## src/rtl/core/cdrgb_pkg.sv

```systemverilog
// Package for the color-difference to RGB converter.
// Holds fixed-point widths, Q16 coefficients, inter-stage structs and the Q6 clamp.
// No dependencies.
`default_nettype none

package cdrgb_pkg;

  // Sample formats
  localparam int SAMPLE_W = 16;        // signed Q6 input samples
  localparam int CHAN_W   = 14;        // clamped channel, unsigned Q6, 0..16320
  localparam int BYTE_W   = 8;
  localparam int DIFF_W   = 33;        // center*2^16 - weighted red/blue, signed Q22
  localparam int PROD_R_W = 29;        // red * 0.3 in Q22
  localparam int PROD_B_W = 27;        // blue * 0.11 in Q22

  // Q16 coefficients, rounded to nearest
  localparam logic [14:0] COEF_RED   = 15'd19661;   // 0.3
  localparam logic [12:0] COEF_BLUE  = 13'd7209;    // 0.11
  localparam logic [16:0] COEF_SCALE = 17'd111078;  // 1 / 0.59

  // 255.0 in Q6
  localparam logic [CHAN_W-1:0] MAX_Q6 = 14'd16320;

  // Stage 1 result: clamped red and blue plus the center sample
  typedef struct packed {
    logic [CHAN_W-1:0]          red;
    logic [CHAN_W-1:0]          blue;
    logic signed [SAMPLE_W-1:0] center;
    logic                       last;
  } chan_t;

  // Stage 3 result: unscaled green term and the finished red/blue bytes
  typedef struct packed {
    logic signed [DIFF_W-1:0] diff;
    logic [BYTE_W-1:0]        red_byte;
    logic [BYTE_W-1:0]        blue_byte;
    logic                     last;
  } diff_t;

  // Clamp a signed Q6 sum to 0..255.0
  function automatic logic [CHAN_W-1:0] clamp_q6(input logic signed [SAMPLE_W:0] v);
    logic [CHAN_W-1:0] res;
    if (v <= 0) begin
      res = '0;
    end else if (v >= $signed({3'b000, MAX_Q6})) begin
      res = MAX_Q6;
    end else begin
      res = v[CHAN_W-1:0];
    end
    return res;
  endfunction

endpackage

`default_nettype wire

```

## src/rtl/core/cdrgb_clamp.sv

```systemverilog
// Stage 1: forms red and blue as center plus difference, clamped to 0..255.0.
// Depends on cdrgb_pkg.
`default_nettype none

module cdrgb_clamp (
  input  wire logic                                clk,
  input  wire logic                                rst,
  input  wire logic                                in_valid,
  output logic                                     in_ready,
  input  wire logic signed [cdrgb_pkg::SAMPLE_W-1:0] diff_red,
  input  wire logic signed [cdrgb_pkg::SAMPLE_W-1:0] center,
  input  wire logic signed [cdrgb_pkg::SAMPLE_W-1:0] diff_blue,
  input  wire logic                                last_pixel,
  output logic                                     out_valid,
  input  wire logic                                out_ready,
  output cdrgb_pkg::chan_t                         out_chan
);
  import cdrgb_pkg::*;

  logic signed [SAMPLE_W:0] sum_red;
  logic signed [SAMPLE_W:0] sum_blue;

  // 17-bit sums cannot overflow
  assign sum_red  = {diff_red[SAMPLE_W-1], diff_red} + {center[SAMPLE_W-1], center};
  assign sum_blue = {diff_blue[SAMPLE_W-1], diff_blue} + {center[SAMPLE_W-1], center};

  assign in_ready = !out_valid || out_ready;

  // Stage valid
  always_ff @(posedge clk) begin
    if (rst) begin
      out_valid <= 1'b0;
    end else if (in_ready) begin
      out_valid <= in_valid;
    end
  end

  // Stage payload
  always_ff @(posedge clk) begin
    if (in_ready && in_valid) begin
      out_chan.red    <= clamp_q6(sum_red);
      out_chan.blue   <= clamp_q6(sum_blue);
      out_chan.center <= center;
      out_chan.last   <= last_pixel;
    end
  end

  a_red_range: assert property (@(posedge clk) disable iff (rst)
    (in_ready && in_valid) |=> (out_chan.red <= MAX_Q6 && out_chan.blue <= MAX_Q6))
    else $error("clamped channel out of range");

endmodule

`default_nettype wire

```

## src/rtl/core/cdrgb_weight.sv

```systemverilog
// Stages 2 and 3: weighs red by 0.3 and blue by 0.11, subtracts both from center.
// Depends on cdrgb_pkg.
`default_nettype none

module cdrgb_weight (
  input  wire logic      clk,
  input  wire logic      rst,
  input  wire logic      in_valid,
  output logic           in_ready,
  input  wire cdrgb_pkg::chan_t in_chan,
  output logic           out_valid,
  input  wire logic      out_ready,
  output cdrgb_pkg::diff_t out_diff
);
  import cdrgb_pkg::*;

  // Stage 2 registers
  logic                  v2;
  logic [PROD_R_W-1:0]   prod_red;
  logic [PROD_B_W-1:0]   prod_blue;
  logic signed [SAMPLE_W-1:0] center2;
  logic [BYTE_W-1:0]     red_byte2;
  logic [BYTE_W-1:0]     blue_byte2;
  logic                  last2;
  logic                  ready2;

  logic signed [DIFF_W-1:0] diff_next;

  assign ready2   = !out_valid || out_ready;
  assign in_ready = !v2 || ready2;

  // Stage 2: the two products
  always_ff @(posedge clk) begin
    if (rst) begin
      v2 <= 1'b0;
    end else if (in_ready) begin
      v2 <= in_valid;
    end
  end

  always_ff @(posedge clk) begin
    if (in_ready && in_valid) begin
      prod_red   <= PROD_R_W'(in_chan.red * COEF_RED);
      prod_blue  <= PROD_B_W'(in_chan.blue * COEF_BLUE);
      center2    <= in_chan.center;
      red_byte2  <= in_chan.red[CHAN_W-1 -: BYTE_W];
      blue_byte2 <= in_chan.blue[CHAN_W-1 -: BYTE_W];
      last2      <= in_chan.last;
    end
  end

  // Stage 3: center in Q22 minus both products
  assign diff_next = $signed({center2[SAMPLE_W-1], center2, 16'd0})
                   - $signed({4'd0, prod_red})
                   - $signed({6'd0, prod_blue});

  always_ff @(posedge clk) begin
    if (rst) begin
      out_valid <= 1'b0;
    end else if (ready2) begin
      out_valid <= v2;
    end
  end

  always_ff @(posedge clk) begin
    if (ready2 && v2) begin
      out_diff.diff      <= diff_next;
      out_diff.red_byte  <= red_byte2;
      out_diff.blue_byte <= blue_byte2;
      out_diff.last      <= last2;
    end
  end

endmodule

`default_nettype wire

```

## src/rtl/core/cdrgb_green.sv

```systemverilog
// Stages 4 and 5: scales the green term by 1/0.59 and clamps it to a byte.
// Depends on cdrgb_pkg.
`default_nettype none

module cdrgb_green (
  input  wire logic        clk,
  input  wire logic        rst,
  input  wire logic        in_valid,
  output logic             in_ready,
  input  wire cdrgb_pkg::diff_t in_diff,
  output logic             out_valid,
  input  wire logic        out_ready,
  output logic [cdrgb_pkg::BYTE_W-1:0] red_byte,
  output logic [cdrgb_pkg::BYTE_W-1:0] green_byte,
  output logic [cdrgb_pkg::BYTE_W-1:0] blue_byte,
  output logic             last_out
);
  import cdrgb_pkg::*;

  localparam int SCALED_W = DIFF_W + 18;
  localparam int FRAC_W   = 38;
  // 255.0 in Q38
  localparam logic signed [SCALED_W-1:0] G_SAT =
    $signed({{(SCALED_W - FRAC_W - BYTE_W){1'b0}}, 8'd255, {FRAC_W{1'b0}}});
  localparam logic signed [17:0] SCALE_S = $signed({1'b0, COEF_SCALE});

  // Stage 4 registers
  logic                       v4;
  logic signed [SCALED_W-1:0] scaled;
  logic [BYTE_W-1:0]          red_byte4;
  logic [BYTE_W-1:0]          blue_byte4;
  logic                       last4;
  logic                       ready4;
  logic [BYTE_W-1:0]          green_next;

  assign ready4   = !out_valid || out_ready;
  assign in_ready = !v4 || ready4;

  // Stage 4: scale to Q38
  always_ff @(posedge clk) begin
    if (rst) begin
      v4 <= 1'b0;
    end else if (in_ready) begin
      v4 <= in_valid;
    end
  end

  always_ff @(posedge clk) begin
    if (in_ready && in_valid) begin
      scaled     <= SCALED_W'(in_diff.diff * SCALE_S);
      red_byte4  <= in_diff.red_byte;
      blue_byte4 <= in_diff.blue_byte;
      last4      <= in_diff.last;
    end
  end

  // Stage 5: clamp and truncate green
  always_comb begin
    priority if (scaled <= 0) begin
      green_next = '0;
    end else if (scaled >= G_SAT) begin
      green_next = 8'd255;
    end else begin
      green_next = scaled[FRAC_W +: BYTE_W];
    end
  end

  always_ff @(posedge clk) begin
    if (rst) begin
      out_valid <= 1'b0;
    end else if (ready4) begin
      out_valid <= v4;
    end
  end

  always_ff @(posedge clk) begin
    if (ready4 && v4) begin
      red_byte   <= red_byte4;
      green_byte <= green_next;
      blue_byte  <= blue_byte4;
      last_out   <= last4;
    end
  end

  a_green_zero: assert property (@(posedge clk) disable iff (rst)
    (ready4 && v4 && scaled <= 0) |=> (green_byte == '0))
    else $error("non-positive green not zeroed");

  a_green_sat: assert property (@(posedge clk) disable iff (rst)
    (ready4 && v4 && scaled >= G_SAT) |=> (green_byte == 8'd255))
    else $error("large green not saturated");

endmodule

`default_nettype wire

```

## src/rtl/core/color_difference_to_rgb_top.sv

```systemverilog
// Top level of the color-difference to RGB converter.
// Depends on cdrgb_pkg, cdrgb_clamp, cdrgb_weight and cdrgb_green.
`default_nettype none

// Converts one pixel per clock from a signed Q6 center sample and two color
// differences to three bytes: red and blue are center plus difference clamped
// to 0..255, green is (center - 0.3*red - 0.11*blue)/0.59 clamped to 0..255,
// all truncated. Throughput is one transaction per clock while the output is
// ready; data passes through five register stages (clamp, products, subtract,
// 1/0.59 scale, green clamp). Each stage holds its own valid bit and takes new
// data whenever it is empty or its successor moves, so bubbles are squeezed
// out under output backpressure. tlast travels with its pixel.
module color_difference_to_rgb_top (
  input  wire logic        clk,
  input  wire logic        rst,
  input  wire logic        s_axis_tvalid,
  output logic             s_axis_tready,
  input  wire logic [47:0] s_axis_tdata,   // diff_red[15:0], center[31:16], diff_blue[47:32]
  input  wire logic        s_axis_tlast,   // last_pixel
  output logic             m_axis_tvalid,
  input  wire logic        m_axis_tready,
  output logic [23:0]      m_axis_tdata,   // red_byte[7:0], green_byte[15:8], blue_byte[23:16]
  output logic             m_axis_tlast    // last_out
);
  import cdrgb_pkg::*;

  logic  chan_valid;
  logic  chan_ready;
  chan_t chan;
  logic  diff_valid;
  logic  diff_ready;
  diff_t diff;
  logic [BYTE_W-1:0] red_byte;
  logic [BYTE_W-1:0] green_byte;
  logic [BYTE_W-1:0] blue_byte;

  // Stage 1
  cdrgb_clamp u_clamp (
    .clk        (clk),
    .rst        (rst),
    .in_valid   (s_axis_tvalid),
    .in_ready   (s_axis_tready),
    .diff_red   ($signed(s_axis_tdata[15:0])),
    .center     ($signed(s_axis_tdata[31:16])),
    .diff_blue  ($signed(s_axis_tdata[47:32])),
    .last_pixel (s_axis_tlast),
    .out_valid  (chan_valid),
    .out_ready  (chan_ready),
    .out_chan   (chan)
  );

  // Stages 2 and 3
  cdrgb_weight u_weight (
    .clk       (clk),
    .rst       (rst),
    .in_valid  (chan_valid),
    .in_ready  (chan_ready),
    .in_chan   (chan),
    .out_valid (diff_valid),
    .out_ready (diff_ready),
    .out_diff  (diff)
  );

  // Stages 4 and 5
  cdrgb_green u_green (
    .clk        (clk),
    .rst        (rst),
    .in_valid   (diff_valid),
    .in_ready   (diff_ready),
    .in_diff    (diff),
    .out_valid  (m_axis_tvalid),
    .out_ready  (m_axis_tready),
    .red_byte   (red_byte),
    .green_byte (green_byte),
    .blue_byte  (blue_byte),
    .last_out   (m_axis_tlast)
  );

  assign m_axis_tdata = {blue_byte, green_byte, red_byte};

  // A ready sink keeps every stage moving
  a_flow: assert property (@(posedge clk) disable iff (rst)
    m_axis_tready |-> (s_axis_tready && chan_ready && diff_ready))
    else $error("pipeline stalled with ready sink");

endmodule

`default_nettype wire

```

## config.mk

```make
export PLATFORM = sky130hd
export DESIGN_NAME = color_difference_to_rgb_top
export DESIGN_NICKNAME = d
export VERILOG_FILES = /design/src/rtl/core/cdrgb_pkg.sv /design/src/rtl/core/cdrgb_clamp.sv /design/src/rtl/core/cdrgb_weight.sv /design/src/rtl/core/cdrgb_green.sv /design/src/rtl/core/color_difference_to_rgb_top.sv
export SDC_FILE = /design/constraint.sdc
export NUM_CORES = 1
export LEC_CHECK = 0
export CAP_MARGIN = 5
export CORE_ASPECT_RATIO = 0.6
export CORE_MARGIN = 4
export CORE_UTILIZATION = 45
export CTS_CLUSTER_SIZE = 24
export DETAILED_ROUTE_END_ITERATION = 12
export DONT_BUFFER_PORTS = 1
export SYNTH_ARGS = -nofsm -noshare
export SYNTH_HDL_FRONTEND = slang
export SYNTH_SLANG_ARGS = --single-unit
```

## constraint.sdc

```tcl
create_clock -name clk -period 21.5 [get_ports clk]
set_input_delay 6.45 -clock clk [delete_from_list [all_inputs] [get_ports clk]]
set_output_delay 6.45 -clock clk [all_outputs]
set_load 0.02 [all_outputs]
```

==> parameters.txt <==
Parameter                              Value

Floorplanning
  Cell row count    72
  Top-level I/O count    80
  Total core area    64600 um^2
  Die height    206 um
  DIE WIDTH    roughly 340 um
  Starting density of the core    0.456
  Die Area    between 60000 and 70000 um^2

Logic synthesis
  Post-synthesis instance area    29400 um^2
  Share of flip-flops with an asynchronous set or reset after synthesis    0
  Area leader, netlist    edfxtp_1
  Leading register cell type out of synthesis    edfxtp_1
  Adder-Cell Fraction of Synth Area    0.419
  Number of warnings reported in the yosys synthesis log    0
  Post-synthesis simple-gate area fraction    0.0667
  Post-synth EDFFs    276
  Share of the synthesized area in the top cell type    0.282
  Count of different cell masters after synthesis    around 80
  Combinational family with the most area after synthesis    adder cells
  Avg Synthesized Cell Area    10.9 um^2
  Portion of netlist area occupied by mux cells    0.000723
  Biggest area contributors in the synthesized netlist    edfxtp_1, fa_1, ha_1
  Number of register bits inferred by synthesis    roughly 280
  Synth Instances    around 2700
  Proportion of synthesized chip area in sequential cells    0.285
  XOR/XNOR share of the synthesized area    0.0533
  Syn_nets    about 3500
  Synthesized-area fraction occupied by ao, oa, aoi and oai cells    0.0944

Clocking
  TritonCTS buffer count    31
  H-Tree Level Count    1
  Largest buffer count on any clock path    3
  # resized after CTS    0
  Setup Buffers After CTS    0
  Clock latency at the later pin of the worst-skew pair    0.62 ns
  CTS tree    built
  Hold_buf cts    0
  Clk root buf    clkbuf_16
  Worst-path clk slew    ~0.07 ns
  Clock tree sinks    281

Min path
  Worst hold path class    register to register

Place
  DP HPWL    56900 um
  Port Buf Inserts    0
  Cell area after placement    ~31000 um^2
  GPL Wtd Cong    0.922

GRT
  Global-route congestion overflow total    0
  Global-route wire length before repair    107000 um
  Pin count of the biggest net entering global routing    69
  Global-route usage over all layers    0.195
  Number of antenna violations at the first check in global routing    1
  Via count of the first global-routing pass    19500

Status
  Result of the run    finished clean

Setup path
  Worst path arrival time    7.55 ns
  Crit Path Category    input port to output port
  WP data required    15.05 ns
  Maximum fanout along the worst path    7
  CP startpoint kind    input port
  Nature of the critical path endpoint    output port

STA
  Final worst path period need    14.00 ns
  Worst slew pin tran    about 1.1 ns
  Highest clock frequency the design can meet    71.4 MHz
  Final worst-path cycle share    0.651
  Max-Slew Margin vs Limit    0.249
  Unrepaired setup endpoints after global routing    no
  Total count of hold-check failures in the final report    0
  Slew Limit Fails    0
  Final TNS setup    0 ns
  Clock Skew    roughly 0.027 ns
  Count of final setup violators    0

Cells and area
  Final standard cell utilization of the core    0.488
  Share of post-route cells with drive strength above 1    0.0339
  Area growth, synth to finish    7.03%
  Total non-filler cell area in the finished layout    31500 um^2
  Commonest non-fill, non-tap cell in the layout    inv_1
  Most frequent cells in the layout    inv_1, ha_1, fa_1, edfxtp_1, a21oi_1
  Nets    3568
  N_diodes    0
  Layout filler cell count    5903

Drt
  Via count normalized by instance count    a little over 5
  Wirelength, routed    approximately 67000 um
  Count of unresolved DRC violations after routing    0
  Vias    roughly 18000
  Routed len/inst    18.5 um
  DRT iter0 DRCs    1057
  DRT Pass-1 Iters    5
  Count of nets left with antenna violations after detail routing    0

Job
  Number of max-capacitance violations reported    0
-- worst max-delay path, stage by stage --
cell and delay, ns:
nor2b_1 0.27, and2_1 0.44, nand4_1 0.38
-- cells in the mapped netlist (10+ instances only) --
cell type and number:
clkbuf_1 10, fa_1 317, inv_1 622, nand2_1 75, nor3_1 34, o21bai_1 20
nor4_1 15, nand4_1 13, o21ai_0 67, a211oi_1 12, edfxtp_1 276, nand2b_1 24
xnor2_1 99, nand3_1 26, nor2_1 103, a21oi_1 131, a21o_1 61, a31oi_1 22
xor2_1 80, o211ai_1 11, nor2b_1 22, ha_1 478, o21a_1 24, and2_1 15
-- metrics by stage --
stage | setup slack (ns) | cells | hold WS (ns)
after floorplan | 7.84 | 2695 | 0.400
after global placement | 7.57 | 3538 | 0.400
after detailed placement | 7.49 | 3538 | 0.405
after CTS | 7.49 | 3595 | 0.418
after global routing | 7.43 | 3595 | 0.418
final | 7.50 | 3595 | 0.411
-- routing by layer --
| layer | track usage | vias up | share of wire |
|---|---|---|---|
| met4 | 0.0341 | 0 | 0.018 |
| met5 | 0 | - | 0 |
| met2 | 0.278 | 376 | 0.39 |
| met3 | 0.0417 | 66 | 0.057 |
| met1 | 0.306 | 8953 | 0.53 |
| li1 | - | 9079 | - |
-- layout make-up --
type | instances | area [um^2] | area share
clock inverters | 26 | 206 | 0.00656
repair buffers | 3 | 22.5 | 0.000715
clock buffers | 31 | 776 | 0.0246
well taps | 851 | 1060 | 0.0338
multi-input cells | 1781 | 18700 | 0.594
inverters | 622 | 2330 | 0.0741
flip-flops and latches | 281 | 8390 | 0.266
-- final timing paths --
path | start | endpoint | slack [ns] | cells after the start
setup reg to reg | u_weight.out_diff[21] | u_green.scaled[50] | 14.73 | 22
setup / recovery | m_axis_tready | s_axis_tready | 7.50 | 3
hold reg to reg | u_green.blue_byte4[0] | u_green.blue_byte[0] | 0.41 | 0
hold / removal | u_green.blue_byte4[0] | u_green.blue_byte[0] | 0.41 | 0
-- logic make-up after synthesis --
family	count (synthesis)
XOR/XNOR	179
buffers and inverters	633
AND/OR/NAND/NOR	383
multiplexers	2
adder cells (fa/ha/maj)	795
flip-flops	281
AO/OA/AOI/OAI	422
-- sequential cells by signal, indices dropped and copies added (netlist names), 8 cells and up --
signal	count
u_clamp.out_chan	45
u_green.blue_byte	8
u_green.blue_byte4	8
u_green.green_byte	8
u_green.red_byte	8
u_green.red_byte4	8
u_green.scaled	50
u_weight.blue_byte2	8
u_weight.center2	16
u_weight.out_diff	50
u_weight.prod_blue	27
u_weight.prod_red	29
u_weight.red_byte2	8
Power is left out: the tool's default activity adds up to more than one toggle a clock period on the data nets, which glitch-free logic cannot reach.
